**src/rtl/cfd_pkg.sv**
```systemverilog
package cfd_pkg;

   localparam int unsigned CSR_INDEX_W = 2;
   localparam int unsigned CSR_DATA_W  = 16;

   localparam logic [CSR_INDEX_W-1:0] CSR_TIMEOUT_LIMIT = 2'd0;
   localparam logic [CSR_INDEX_W-1:0] CSR_MIN_LENGTH    = 2'd1;
   localparam logic [CSR_INDEX_W-1:0] CSR_MAX_LENGTH    = 2'd2;
   localparam logic [CSR_INDEX_W-1:0] CSR_EXPECTED_TYPE = 2'd3;

   localparam logic [15:0] TIMEOUT_LIMIT_RESET = 16'd1000;
   localparam logic [7:0]  MIN_LENGTH_RESET    = 8'd50;
   localparam logic [7:0]  MAX_LENGTH_RESET    = 8'd150;
   localparam logic [7:0]  EXPECTED_TYPE_RESET = 8'd26;

   localparam logic [7:0] HDR_FIRST  = 8'hFF;
   localparam logic [7:0] HDR_SECOND = 8'hFB;
   localparam logic [7:0] TYPE_LIMIT = 8'hF1;

   localparam logic [2:0] PH_IDLE    = 3'd0;
   localparam logic [2:0] PH_GOT_FF  = 3'd1;
   localparam logic [2:0] PH_GOT_FB  = 3'd2;
   localparam logic [2:0] PH_GOT_TYP = 3'd3;
   localparam logic [2:0] PH_PAYLOAD = 3'd4;
   localparam logic [2:0] PH_CHECK   = 3'd5;

   localparam logic [1:0] KIND_PAYLOAD  = 2'd0;
   localparam logic [1:0] KIND_GOOD     = 2'd1;
   localparam logic [1:0] KIND_BAD_SUM  = 2'd2;
   localparam logic [1:0] KIND_BAD_TYPE = 2'd3;

   typedef struct packed {
      logic [1:0] kind;
      logic [7:0] data_byte;
      logic [7:0] byte_index;
      logic [7:0] frame_type;
      logic [7:0] frame_length;
   } cfd_result_type;

endpackage

```
**src/rtl/cfd_if.sv**
```systemverilog
interface cfd_req_if;
   logic       valid;
   logic       ready;
   logic [7:0] rx_byte;

   modport source (output valid, output rx_byte, input ready);
   modport sink (input valid, input rx_byte, output ready);
endinterface

interface cfd_rsp_if;
   logic       valid;
   logic       ready;
   logic [1:0] kind;
   logic [7:0] data_byte;
   logic [7:0] byte_index;
   logic [7:0] frame_type;
   logic [7:0] frame_length;

   modport source (output valid, output kind, output data_byte, output byte_index,
                   output frame_type, output frame_length, input ready);
   modport sink (input valid, input kind, input data_byte, input byte_index,
                 input frame_type, input frame_length, output ready);
endinterface

```
**src/rtl/cfd_in_stage.sv**
```systemverilog
module cfd_in_stage (
   input  logic       clock,
   input  logic       reset,
   cfd_req_if.sink    req_ch,
   input  logic       advance,
   output logic       in_valid,
   output logic [7:0] in_byte
);

   logic       valid_ff;
   logic       valid_in;
   logic [7:0] byte_ff;
   logic       take;

   assign req_ch.ready = !valid_ff || advance;
   assign take         = req_ch.valid && req_ch.ready;

   always_comb begin
      valid_in = valid_ff;
      if (take) begin
         valid_in = 1'b1;
      end else if (advance) begin
         valid_in = 1'b0;
      end
   end

   always_ff @(posedge clock) begin
      if (reset) begin
         valid_ff <= 1'b0;
      end else begin
         valid_ff <= valid_in;
      end
   end

   always_ff @(posedge clock) begin
      if (take) begin
         byte_ff <= req_ch.rx_byte;
      end
   end

   assign in_valid = valid_ff;
   assign in_byte  = byte_ff;

endmodule

```
**src/rtl/cfd_parse.sv**
```systemverilog
module cfd_parse
   import cfd_pkg::*;
(
   input  logic                   clock,
   input  logic                   reset,
   input  logic                   csr_we,
   input  logic [CSR_INDEX_W-1:0] csr_index,
   input  logic [CSR_DATA_W-1:0]  csr_wdata,
   input  logic                   step,
   input  logic [7:0]             in_byte,
   output logic                   produce,
   output cfd_result_type         result
);

   logic [15:0] timeout_ff;
   logic [7:0]  min_len_ff;
   logic [7:0]  max_len_ff;
   logic [7:0]  exp_type_ff;

   logic [2:0]  phase_ff, phase_in;
   logic [7:0]  left_ff, left_in;
   logic [7:0]  taken_ff, taken_in;
   logic [7:0]  sum_ff, sum_in;
   logic [15:0] idle_ff, idle_in;
   logic [7:0]  type_ff, type_in;
   logic [7:0]  len_ff, len_in;

   logic [16:0] next_count;
   logic        timed_out;
   logic [2:0]  phase_eff;

   always_ff @(posedge clock) begin
      if (reset) begin
         timeout_ff  <= TIMEOUT_LIMIT_RESET;
         min_len_ff  <= MIN_LENGTH_RESET;
         max_len_ff  <= MAX_LENGTH_RESET;
         exp_type_ff <= EXPECTED_TYPE_RESET;
      end else if (csr_we) begin
         case (csr_index)
            CSR_TIMEOUT_LIMIT: begin
               timeout_ff <= csr_wdata[15:0];
            end
            CSR_MIN_LENGTH: begin
               min_len_ff <= csr_wdata[7:0];
            end
            CSR_MAX_LENGTH: begin
               max_len_ff <= csr_wdata[7:0];
            end
            CSR_EXPECTED_TYPE: begin
               exp_type_ff <= csr_wdata[7:0];
            end
            default: begin
            end
         endcase
      end
   end

   always_comb begin
      next_count = {1'b0, idle_ff} + 17'd1;
      timed_out  = next_count > {1'b0, timeout_ff};
      phase_eff  = timed_out ? PH_IDLE : phase_ff;
      idle_in    = timed_out ? 16'd0 : next_count[15:0];

      phase_in = phase_eff;
      left_in  = left_ff;
      taken_in = taken_ff;
      sum_in   = sum_ff;
      type_in  = type_ff;
      len_in   = len_ff;

      produce             = 1'b0;
      result.kind         = KIND_PAYLOAD;
      result.data_byte    = in_byte;
      result.byte_index   = taken_ff;
      result.frame_type   = type_ff;
      result.frame_length = len_ff;

      if (phase_eff == PH_IDLE && in_byte == HDR_FIRST) begin
         phase_in = PH_GOT_FF;
         sum_in   = HDR_FIRST;
         idle_in  = 16'd0;
      end else if (phase_eff == PH_GOT_FF && in_byte == HDR_SECOND) begin
         phase_in = PH_GOT_FB;
         sum_in   = sum_ff + in_byte;
         idle_in  = 16'd0;
      end else if (phase_eff == PH_GOT_FF && in_byte == HDR_FIRST) begin
         sum_in  = HDR_FIRST;
         idle_in = 16'd0;
      end else if (phase_eff == PH_GOT_FB && in_byte != 8'd0 && in_byte < TYPE_LIMIT) begin
         phase_in = PH_GOT_TYP;
         type_in  = in_byte;
         sum_in   = sum_ff + in_byte;
         idle_in  = 16'd0;
      end else if (phase_eff == PH_GOT_TYP) begin
         idle_in = 16'd0;
         if (in_byte < min_len_ff || in_byte > max_len_ff) begin
            phase_in = PH_IDLE;
         end else begin
            phase_in = PH_PAYLOAD;
            len_in   = in_byte;
            left_in  = in_byte;
            taken_in = 8'd0;
            sum_in   = sum_ff + in_byte;
         end
      end else if (phase_eff == PH_PAYLOAD && left_ff != 8'd0) begin
         left_in  = left_ff - 8'd1;
         produce  = 1'b1;
         taken_in = taken_ff + 8'd1;
         sum_in   = sum_ff + in_byte;
         if (left_ff == 8'd1) begin
            phase_in = PH_CHECK;
            idle_in  = 16'd0;
         end
      end else if (phase_eff == PH_CHECK) begin
         phase_in = PH_IDLE;
         idle_in  = 16'd0;
         produce  = 1'b1;
         if (sum_ff != in_byte) begin
            result.kind = KIND_BAD_SUM;
         end else if (type_ff == exp_type_ff) begin
            result.kind = KIND_GOOD;
         end else begin
            result.kind = KIND_BAD_TYPE;
         end
      end else begin
         if (in_byte == HDR_FIRST) begin
            phase_in = PH_GOT_FF;
            sum_in   = HDR_FIRST;
         end else begin
            phase_in = PH_IDLE;
         end
      end
   end

   always_ff @(posedge clock) begin
      if (reset) begin
         phase_ff <= PH_IDLE;
         left_ff  <= 8'd0;
         taken_ff <= 8'd0;
         sum_ff   <= 8'd0;
         idle_ff  <= 16'd0;
         type_ff  <= 8'd0;
         len_ff   <= 8'd0;
      end else if (step) begin
         phase_ff <= phase_in;
         left_ff  <= left_in;
         taken_ff <= taken_in;
         sum_ff   <= sum_in;
         idle_ff  <= idle_in;
         type_ff  <= type_in;
         len_ff   <= len_in;
      end
   end

   // Inside a payload, bytes taken plus bytes still due always equal the declared length.
   assert property (@(posedge clock) disable iff (reset)
      phase_ff == PH_PAYLOAD |-> (taken_ff + left_ff) == len_ff)
      else $error("payload counters disagree with the declared length");

   assert property (@(posedge clock) disable iff (reset)
      phase_ff == PH_CHECK |-> left_ff == 8'd0)
      else $error("checksum phase reached with payload bytes still due");

   assert property (@(posedge clock) disable iff (reset)
      step && phase_ff == PH_CHECK |=> phase_ff == PH_IDLE)
      else $error("parser did not return to idle after the checksum byte");

   assert property (@(posedge clock) disable iff (reset)
      step && produce && result.kind != KIND_PAYLOAD |=> phase_ff == PH_IDLE)
      else $error("frame status issued without ending the frame");

endmodule

```
**src/rtl/cfd_out_stage.sv**
```systemverilog
module cfd_out_stage
   import cfd_pkg::*;
(
   input  logic           clock,
   input  logic           reset,
   input  logic           load,
   input  cfd_result_type result,
   output logic           out_free,
   cfd_rsp_if.source      rsp_ch
);

   logic           valid_ff;
   logic           valid_in;
   cfd_result_type data_ff;

   assign out_free = !valid_ff || rsp_ch.ready;

   always_comb begin
      valid_in = valid_ff;
      if (load) begin
         valid_in = 1'b1;
      end else if (rsp_ch.ready) begin
         valid_in = 1'b0;
      end
   end

   always_ff @(posedge clock) begin
      if (reset) begin
         valid_ff <= 1'b0;
      end else begin
         valid_ff <= valid_in;
      end
   end

   always_ff @(posedge clock) begin
      if (load) begin
         data_ff <= result;
      end
   end

   assign rsp_ch.valid        = valid_ff;
   assign rsp_ch.kind         = data_ff.kind;
   assign rsp_ch.data_byte    = data_ff.data_byte;
   assign rsp_ch.byte_index   = data_ff.byte_index;
   assign rsp_ch.frame_type   = data_ff.frame_type;
   assign rsp_ch.frame_length = data_ff.frame_length;

endmodule

```
**src/rtl/checksummed_frame_deframer.sv**
```systemverilog
// A byte is held in the input register and its result in the output register feeding rsp_ch.
// Throughput: one byte per cycle while results are taken; a byte that produces a result waits
// in the input register as long as an earlier result is still pending on the response channel.
// Bytes that produce no result still pass through the input register without waiting on rsp_ch.
// Reset is synchronous and active high: it empties both stages, clears the parser state
// and loads the configuration registers with their default values.
module checksummed_frame_deframer
   import cfd_pkg::*;
(
   input  logic                   clock,
   input  logic                   reset,
   cfd_req_if.sink                req_ch,
   cfd_rsp_if.source              rsp_ch,
   input  logic                   csr_we,
   input  logic [CSR_INDEX_W-1:0] csr_index,
   input  logic [CSR_DATA_W-1:0]  csr_wdata
);

   logic           in_valid;
   logic [7:0]     in_byte;
   logic           produce;
   logic           out_free;
   logic           step;
   cfd_result_type result;

   assign step = in_valid && (!produce || out_free);

   cfd_in_stage u_in_stage (
      .clock    (clock),
      .reset    (reset),
      .req_ch   (req_ch),
      .advance  (step),
      .in_valid (in_valid),
      .in_byte  (in_byte)
   );

   cfd_parse u_parse (
      .clock     (clock),
      .reset     (reset),
      .csr_we    (csr_we),
      .csr_index (csr_index),
      .csr_wdata (csr_wdata),
      .step      (step),
      .in_byte   (in_byte),
      .produce   (produce),
      .result    (result)
   );

   cfd_out_stage u_out_stage (
      .clock    (clock),
      .reset    (reset),
      .load     (step && produce),
      .result   (result),
      .out_free (out_free),
      .rsp_ch   (rsp_ch)
   );

endmodule
```
**src/flat_wrapper.sv**
```systemverilog
// flat-port wrapper written by rule: the top's interface ports become plain ports
module checksummed_frame_deframer_flat import cfd_pkg::*;
  (clock, reset, csr_we, csr_index, csr_wdata, req_ch_valid, req_ch_rx_byte, req_ch_ready, rsp_ch_valid, rsp_ch_kind, rsp_ch_data_byte, rsp_ch_byte_index, rsp_ch_frame_type, rsp_ch_frame_length, rsp_ch_ready);
  cfd_req_if req_ch_i ();
  cfd_rsp_if rsp_ch_i ();
  input  logic clock;
  input  logic reset;
  input  logic csr_we;
  input  logic [CSR_INDEX_W-1:0] csr_index;
  input  logic [CSR_DATA_W-1:0] csr_wdata;
  input wire logic [$bits(req_ch_i.valid)-1:0] req_ch_valid;
  input wire logic [$bits(req_ch_i.rx_byte)-1:0] req_ch_rx_byte;
  output wire logic [$bits(req_ch_i.ready)-1:0] req_ch_ready;
  output wire logic [$bits(rsp_ch_i.valid)-1:0] rsp_ch_valid;
  output wire logic [$bits(rsp_ch_i.kind)-1:0] rsp_ch_kind;
  output wire logic [$bits(rsp_ch_i.data_byte)-1:0] rsp_ch_data_byte;
  output wire logic [$bits(rsp_ch_i.byte_index)-1:0] rsp_ch_byte_index;
  output wire logic [$bits(rsp_ch_i.frame_type)-1:0] rsp_ch_frame_type;
  output wire logic [$bits(rsp_ch_i.frame_length)-1:0] rsp_ch_frame_length;
  input wire logic [$bits(rsp_ch_i.ready)-1:0] rsp_ch_ready;
  assign req_ch_i.valid = req_ch_valid;
  assign req_ch_i.rx_byte = req_ch_rx_byte;
  assign req_ch_ready = req_ch_i.ready;
  assign rsp_ch_valid = rsp_ch_i.valid;
  assign rsp_ch_kind = rsp_ch_i.kind;
  assign rsp_ch_data_byte = rsp_ch_i.data_byte;
  assign rsp_ch_byte_index = rsp_ch_i.byte_index;
  assign rsp_ch_frame_type = rsp_ch_i.frame_type;
  assign rsp_ch_frame_length = rsp_ch_i.frame_length;
  assign rsp_ch_i.ready = rsp_ch_ready;
  checksummed_frame_deframer u_core (.clock(clock), .reset(reset), .req_ch(req_ch_i), .rsp_ch(rsp_ch_i), .csr_we(csr_we), .csr_index(csr_index), .csr_wdata(csr_wdata));
endmodule
```
**config.mk**
```make
export PLATFORM = sky130hd
export DESIGN_NAME = checksummed_frame_deframer_flat
export DESIGN_NICKNAME = d
export VERILOG_FILES = /design/src/rtl/cfd_pkg.sv /design/src/rtl/cfd_if.sv /design/src/rtl/cfd_in_stage.sv /design/src/rtl/cfd_parse.sv /design/src/rtl/cfd_out_stage.sv /design/src/rtl/checksummed_frame_deframer.sv /design/src/flat_wrapper.sv
export SDC_FILE = /design/constraint.sdc
export NUM_CORES = 1
export LEC_CHECK = 0
export BUFFER_PORTS_ARGS = -buffer_cell sky130_fd_sc_hd__buf_2
export CAP_MARGIN = 20
export CORE_AREA = 2 2 152 154
export CTS_BUF_LIST = sky130_fd_sc_hd__clkbuf_4
export DETAILED_ROUTE_END_ITERATION = 16
export DIE_AREA = 0 0 154 156
export SLEW_MARGIN = 10
export SYNTH_ARGS = -nofsm -noshare
export SYNTH_HDL_FRONTEND = slang
export SYNTH_SLANG_ARGS = --single-unit
```
**constraint.sdc**
```tcl
create_clock -name clock -period 4.8 [get_ports clock]
set_input_delay 0.96 -clock clock [delete_from_list [all_inputs] [get_ports clock]]
set_output_delay 0.96 -clock clock [all_outputs]
set_load 0.03 [all_outputs]
```
; ---- Word-level counts from Yosys, hierarchy flattened
; Cells that the tools add are included.
[totals]
ff_bits = 143
inputBits = 31
output_inout_bits = 36
wordCells = 132
[op_classes]
add_sub_neg = 4
order_cmp = 4
eq_ne = 16
mux = 48
bitwise = 6
n_reduce_logical = 34
[op_table]
columns = op, count
row1 = 16-bit 2-to-1 mux, 9
row2 = 8-bit 2-to-1 mux, 15
row3 = 3-bit 2-to-1 mux, 9
row4 = 16-bit by 1-bit adder with 17-bit output (second input constant), 1
row5 = 17-bit by 16-bit greater-than comparator with 1-bit output, 1
row6 = 8-bit == test (second input constant), 2
row7 = 8-bit nonzero test, 2
row8 = 7-bit AND reduction, 2
row9 = 1-bit 2-to-1 mux, 13
row10 = 1-bit logical AND, 9
row11 = 8-bit by 1-bit adder with 8-bit output (second input constant), 1
row12 = 8-bit adder, 1
row13 = 8-bit by 1-bit == test with 1-bit output (second input constant), 1
row14 = 8-bit == test, 1
row15 = 8-bit greater-than comparator, 1
row16 = 8-bit < comparator, 1
row17 = 8-bit < comparator (second input constant), 1
row18 = 8-bit inequality test, 1
row19 = 2-bit AND reduction, 4
row20 = 8-bit OR reduction, 1
row21 = 8-bit by 1-bit subtractor with 8-bit output (second input constant), 1
row22 = 7-bit inequality test (second input constant), 1
row23 = 7-bit nonzero test, 1
row24 = 7-bit OR reduction, 1
row25 = other kinds (16), 32

; ---- Longest topological paths before layout
[depth]
word_depth = 17
ltp_mapped = 16
mapped_depth_nobuf = 13

; ---- Hierarchy
; Synthesis repeated with hierarchy kept, for this count alone.
[unflattened]
cells_unflattened = 751
area_unflattened_um2 = 7073.0
[by_module_without_submodules]
columns = module, n_inst, cells_per_inst, area_each_um2, seq_area_each_um2
row1 = cfd_parse, 1, 697, 5691.7, 1981.9
row2 = cfd_out_stage, 1, 38, 1067.3, 1041.0
row3 = cfd_in_stage, 1, 13, 295.3, 260.2
row4 = checksummed_frame_deframer, 1, 3, 18.8, 0.0

; ---- Worst setup path before layout
; OpenSTA, ideal clock, no wires.
[synth_path]
kind = register -> register
start = reg u_core.u_parse.idle_ff[4]
end = reg u_core.u_out_stage.data_ff (netlist bit u_core.u_out_stage.rsp_ch.byte_index[0]), enable pin
setup_ns = 0.395
t_arrival_ns = 3.760
setup_slack_ns = 0.645
path_stages_with_launch = 15
period_less_slack_ns = 4.155
path_cell_list = dfxtp_1 > clkbuf_1 > and3_1 > nand3_1 > nor2_1 > nand4_1 > xnor2_1 > ha_1 > nand4_1 > or2_1 > nor3_2 > o31ai_1 > buf_2 > inv_1 > and3_1
[synth_via]
elab_chain_len = 15
[synth_rtl]
columns = element, line_no
row1 = start: declaration, cfd_parse.sv:24  ; logic [15:0] idle_ff, idle_in;
row2 = start signal: assignment, cfd_parse.sv:149  ; idle_ff <= idle_in;
row3 = 16-bit by 1-bit adder with 17-bit output (*), cfd_parse.sv:59  ; next_count = {1'b0, idle_ff} + 17'd1;
row4 = 17-bit by 16-bit greater-than comparator with 1-bit output (*), cfd_parse.sv:60  ; timed_out = next_count > {1'b0, timeout_ff};
row5 = 3-bit 2-to-1 mux (*), cfd_parse.sv:61  ; phase_eff = timed_out ? PH_IDLE : phase_ff;
row6 = 3-bit == test (on tied branches), "cfd_parse.sv:114, cfd_parse.sv:105"
row7 = 1-bit 2-to-1 mux / 1-bit logical AND (equally long branches), "cfd_parse.sv:114, cfd_parse.sv:105"
row8 = 1-bit 2-to-1 mux, cfd_parse.sv:105  ; end else if (phase_eff == PH_PAYLOAD && left_ff != 8'd0) begin
row9 = 1-bit 2-to-1 mux, cfd_parse.sv:94  ; end else if (phase_eff == PH_GOT_TYP) begin
row10 = 1-bit 2-to-1 mux, cfd_parse.sv:89  ; end else if (phase_eff == PH_GOT_FB && in_byte != 8'd0 && in_byte < TYPE_LIMIT) begin
row11 = 1-bit 2-to-1 mux, cfd_parse.sv:86  ; end else if (phase_eff == PH_GOT_FF && in_byte == HDR_FIRST) begin
row12 = 1-bit 2-to-1 mux, cfd_parse.sv:82  ; end else if (phase_eff == PH_GOT_FF && in_byte == HDR_SECOND) begin
row13 = 1-bit 2-to-1 mux (*), cfd_parse.sv:78  ; if (phase_eff == PH_IDLE && in_byte == HDR_FIRST) begin
row14 = 1-bit logical NOT, checksummed_frame_deframer.sv:26  ; assign step = in_valid && (!produce || out_free);
row15 = 1-bit logical OR, checksummed_frame_deframer.sv:26
row16 = 1-bit logical AND, checksummed_frame_deframer.sv:26
row17 = 1-bit logical AND (*), checksummed_frame_deframer.sv:52  ; .load (step && produce),
row18 = net u_core.u_out_stage.load, cfd_out_stage.sv:6  ; input logic load,
row19 = end signal: assignment, cfd_out_stage.sv:37  ; data_ff <= result;
row20 = end: declaration, cfd_out_stage.sv:14  ; cfd_result_type data_ff;
; Mark *: on every way through the listed nets, which the timed path passes. The rest lies on a longest branch.
; A chain may end at the register's enable or synchronous reset.

; ---- Worst setup path in the final report
[layout_path]
start = reg u_core.u_parse.idle_ff[0]
end = out req_ch_ready
[layout_via]
elab_chain_len = 15
[layout_rtl]
columns = element, line_no
row1 = 16-bit by 1-bit adder with 17-bit output (*), cfd_parse.sv:59
row2 = 17-bit by 16-bit greater-than comparator with 1-bit output (*), cfd_parse.sv:60
row3 = 3-bit 2-to-1 mux (*), cfd_parse.sv:61
row4 = 3-bit == test (on tied branches), "cfd_parse.sv:114, cfd_parse.sv:105"
row5 = 1-bit 2-to-1 mux / 1-bit logical AND (equally long branches), "cfd_parse.sv:114, cfd_parse.sv:105"
row6 = 1-bit 2-to-1 mux, cfd_parse.sv:105
row7 = 1-bit 2-to-1 mux, cfd_parse.sv:94
row8 = 1-bit 2-to-1 mux, cfd_parse.sv:89
row9 = 1-bit 2-to-1 mux, cfd_parse.sv:86
row10 = 1-bit 2-to-1 mux, cfd_parse.sv:82
row11 = 1-bit 2-to-1 mux (*), cfd_parse.sv:78
row12 = 1-bit logical NOT (*), checksummed_frame_deframer.sv:26
row13 = 1-bit logical OR (*), checksummed_frame_deframer.sv:26
row14 = 1-bit logical AND (*), checksummed_frame_deframer.sv:26
row15 = 1-bit logical OR (*), cfd_in_stage.sv:15  ; assign req_ch.ready = !valid_ff || advance;
row16 = end: declaration, flat_wrapper.sv:13  ; output wire logic [$bits(req_ch_i.ready)-1:0] req_ch_ready;
; Mark *: on every way between the ends. The rest lies on a longest branch, timed or not.

==> results_dict.tcl <==
set metrics [dict create \
    power.leakage_nw 3.06 \
    maxCapViolations 0 \
    reg_top3 "u_core.u_parse.idle_ff (16), u_core.u_parse.timeout_ff (16)" \
    synth_top_family_by_area "simple AND/OR/NAND/NOR gates" \
    grt_pass1_wl_mm 27.6 \
    cts.sinks 143 \
    drt_iter0_drc 374 \
    synth.avg_cell_area_um2 9.29 \
    drcViolationCount 0 \
    synth_xor_area_frac 0.0359 \
    setup_tns_ns 0 \
    synthArstFlopShare 0 \
    place_congestion 0.872 \
    synth_adder_area_share 0.0770 \
    grt-ovfl-total 0 \
    min_period_ns 4.53 \
    synth_area_um2 7080 \
    netlist_instances 762 \
    fin_crit_sh 0.943 \
    synth_warnings 0 \
    grt_max_degree 70 \
    irDropWorstVdd_v 0.000134 \
    power.total_mw 2.31 \
    postPlaceCellArea_um2 7710 \
    synthSimpleGateAreaFrac 0.180 \
    hold_ws_ns 0.440 \
    synth_compound_area_frac 0.174 \
    area_growth_pct 14.1 \
    slew_headroom 0.455 \
    grt_usage 0.143 \
    finalWirelength_mm 17.1 \
    cts_buffers 17 \
    htree_levels 4 \
    cts_buffer_depth 2 \
    die_x_um 154 \
    dominantRegCellSynth "dfxtp_1" \
    crit_fanout 7 \
    worst_pin_slew_ns 0.810 \
    synth_sequential_area_ratio 0.464 \
    post-dp-hpwl_mm 12.1 \
    drv_slew 0 \
    grt_pass1_vias 5255 \
    via_per_inst 5.11 \
    rsz0062_at_grt "no" \
    cts-root-buf "clkbuf_4" \
    fin_nets 900 \
    hold_viol 0 \
    drt-pass1-iter-count 5 \
    syn-num-nets 836 \
    drive_above_1_share 0.162 \
    cts_tree "done" \
    port_buffers 66 \
    synth-edff-count 42 \
    final-setup-viol-count 0 \
    fillers 2247 \
    row_count 55 \
    core_um2 22400 \
    fin_skew_ns 0.0223 \
    wl_per_cell_um 15.2 \
    criticalPathCategory "register to primary output" \
    fp.dieH_um 156 \
    design_area_um2 8080 \
    synthMuxAreaShare 0.0198 \
    start_util 0.317 \
    postLayoutCoreUtil 0.361 \
    fmax_ghz 0.221 \
    pwr_density_cell_nw_per_um2 286 \
    worstSetupStartpointType "register" \
    clk_pin_slew_worst_paths_ns 0.12 \
    crit_required_ns 3.84 \
    die_area_um2 24000 \
    via_count 5748 \
    ios 67 \
    ys_ff_latch 143 \
    hold_path.class "register to register" \
    clk-insertion-delay-late_ns 0.54 \
    ant_nets 0 \
    antenna_found_initial 1 \
    cp-end-kind "primary output" \
    crit_arrival_ns 3.57 \
    yosysUniqueCellTypes 65 \
    status "complete, no violations" \
]
metal layers:
metal	routed length, µm	part of all wire	global-route usage
met5	0	0	0
met4	146	0.0085	0.0343
met3	805	0.047	0.0347
met2	7650	0.45	0.222
met1	8480	0.50	0.202
metrics by stage:
| step | instances | setup slack (ns) |
|---|---|---|
| 2_1_floorplan | 762 | 0.645 |
| 3_3_place_gp | 1091 | 0.617 |
| 3_5_place_dp | 1091 | 0.497 |
| 4_1_cts | 1123 | 0.0357 |
| 5_1_grt | 1125 | 0.00333 |
| 6_report | 1125 | 0.272 |
power breakdown:
group | internal, mW | switching, mW | total, mW
sequential | 1.26 | 0.0323 | 1.29
combinational | 0.0603 | 0.100 | 0.161
clock | 0.428 | 0.432 | 0.861
layout make-up:
cell class	count	area, µm²	area share
clock buffer	20	150	0.0186
inverter	57	214	0.0265
clock inverter	12	169	0.0209
multi-input combinational	531	3500	0.433
tap	285	357	0.0441
antenna	1	2.50	0.000310
sequential	143	3290	0.407
timing repair buffer	76	405	0.0502
placed cells by master (no fill, tap or decap), drive strengths merged, types with 23 or more instances in the layout:
master  netlist  final
dfxtp       101    101
ha           42     42
xnor2        23     23
nand2       107    107
nor2         31     31
a21oi        65     65
inv          56     57
nand3        30     30
o211ai       25     25
edfxtp       42     42
o21ai        30     30
buf           9     76
worst max-delay path, stage by stage, from the launching register on:
cell,delay [ns]
dfxtp_2,0.40
ha_2,0.23
nand3_2,0.19
nor2_4,0.20
nand2_1,0.09
xnor2_1,0.22
ha_1,0.31
a21o_1,0.17
a21oi_1,0.15
o211ai_1,0.21
a21o_2,0.29
nor2_2,0.18
nand4_1,0.17
buf_2,0.22
synth_stat cells (2+ instances only):
master     number  share of area
a21oi_1        65          0.046
o2111ai_1       3         0.0037
nand3_1        29          0.020
xor2_1          6         0.0074
or4_1           5         0.0053
clkbuf_1       21          0.011
nor3_2          2         0.0028
edfxtp_1       42           0.18
nor4_1          6         0.0053
o211ai_1       25          0.027
dfxtp_1       101           0.29
buf_2           5         0.0035
and2_1          3         0.0027
o31ai_1         7         0.0074
or3_1           7         0.0062
nand4_1        18          0.016
mux2i_1        14          0.020
a32o_1         10          0.014
buf_1           3         0.0016
nor3_1         14         0.0099
a221oi_1       10          0.012
o21ai_0        29          0.020
a211o_1         2         0.0025
or2_2           3         0.0027
o311ai_0        2         0.0025
inv_1          56          0.030
nand2_1       106          0.056
a31o_2          2         0.0025
a31oi_1         3         0.0027
nor3b_1         2         0.0021
and3_1         10         0.0088
a211oi_1        5         0.0053
nor2_1         31          0.016
a2111oi_0       2         0.0025
nor2b_1         7         0.0062
a21o_1         10          0.011
ha_1           42          0.074
or3b_2          2         0.0025
nand2b_1        4         0.0035
xnor2_1        23          0.028
final timing paths:
check,slack [ns],cells past startpoint,endpoint,start
min reg2reg,0.44,0,u_core.u_out_stage.rsp_ch.frame_length[4]$_DFFE_PP_,u_core.u_parse.len_ff[4]$_SDFFE_PP0P_
max,0.27,13,req_ch_ready,u_core.u_parse.idle_ff[0]$_SDFFE_PP0N_
min,0.44,0,u_core.u_out_stage.rsp_ch.frame_length[4]$_DFFE_PP_,u_core.u_parse.len_ff[4]$_SDFFE_PP0P_
max reg2reg,0.99,15,u_core.u_parse.idle_ff[1]$_SDFFE_PP0N_,u_core.u_parse.idle_ff[0]$_SDFFE_PP0N_
what timing repair did:
action / CTS / global route
gates cloned: 0 / 0
setup endpoints to repair: 1 / 1
pin swaps: 0 / 1
buffers inserted: 0 / 1
gates resized for setup: 4 / 10
hold buffers: 0 / 0
endpoints found under the hold margin: 0 / 0
kinds of logic (layout without fill, tap and decap cells):
family,after synthesis,after routing
XOR/XNOR,29,29
adder cells (fa/ha/maj),43,43
flip-flops,143,143
other,0,1
multiplexers,14,14
AND/OR/NAND/NOR,258,258
AO/OA/AOI/OAI,187,187
buffers and inverters,88,165
(Power assumes the default switching activity.)
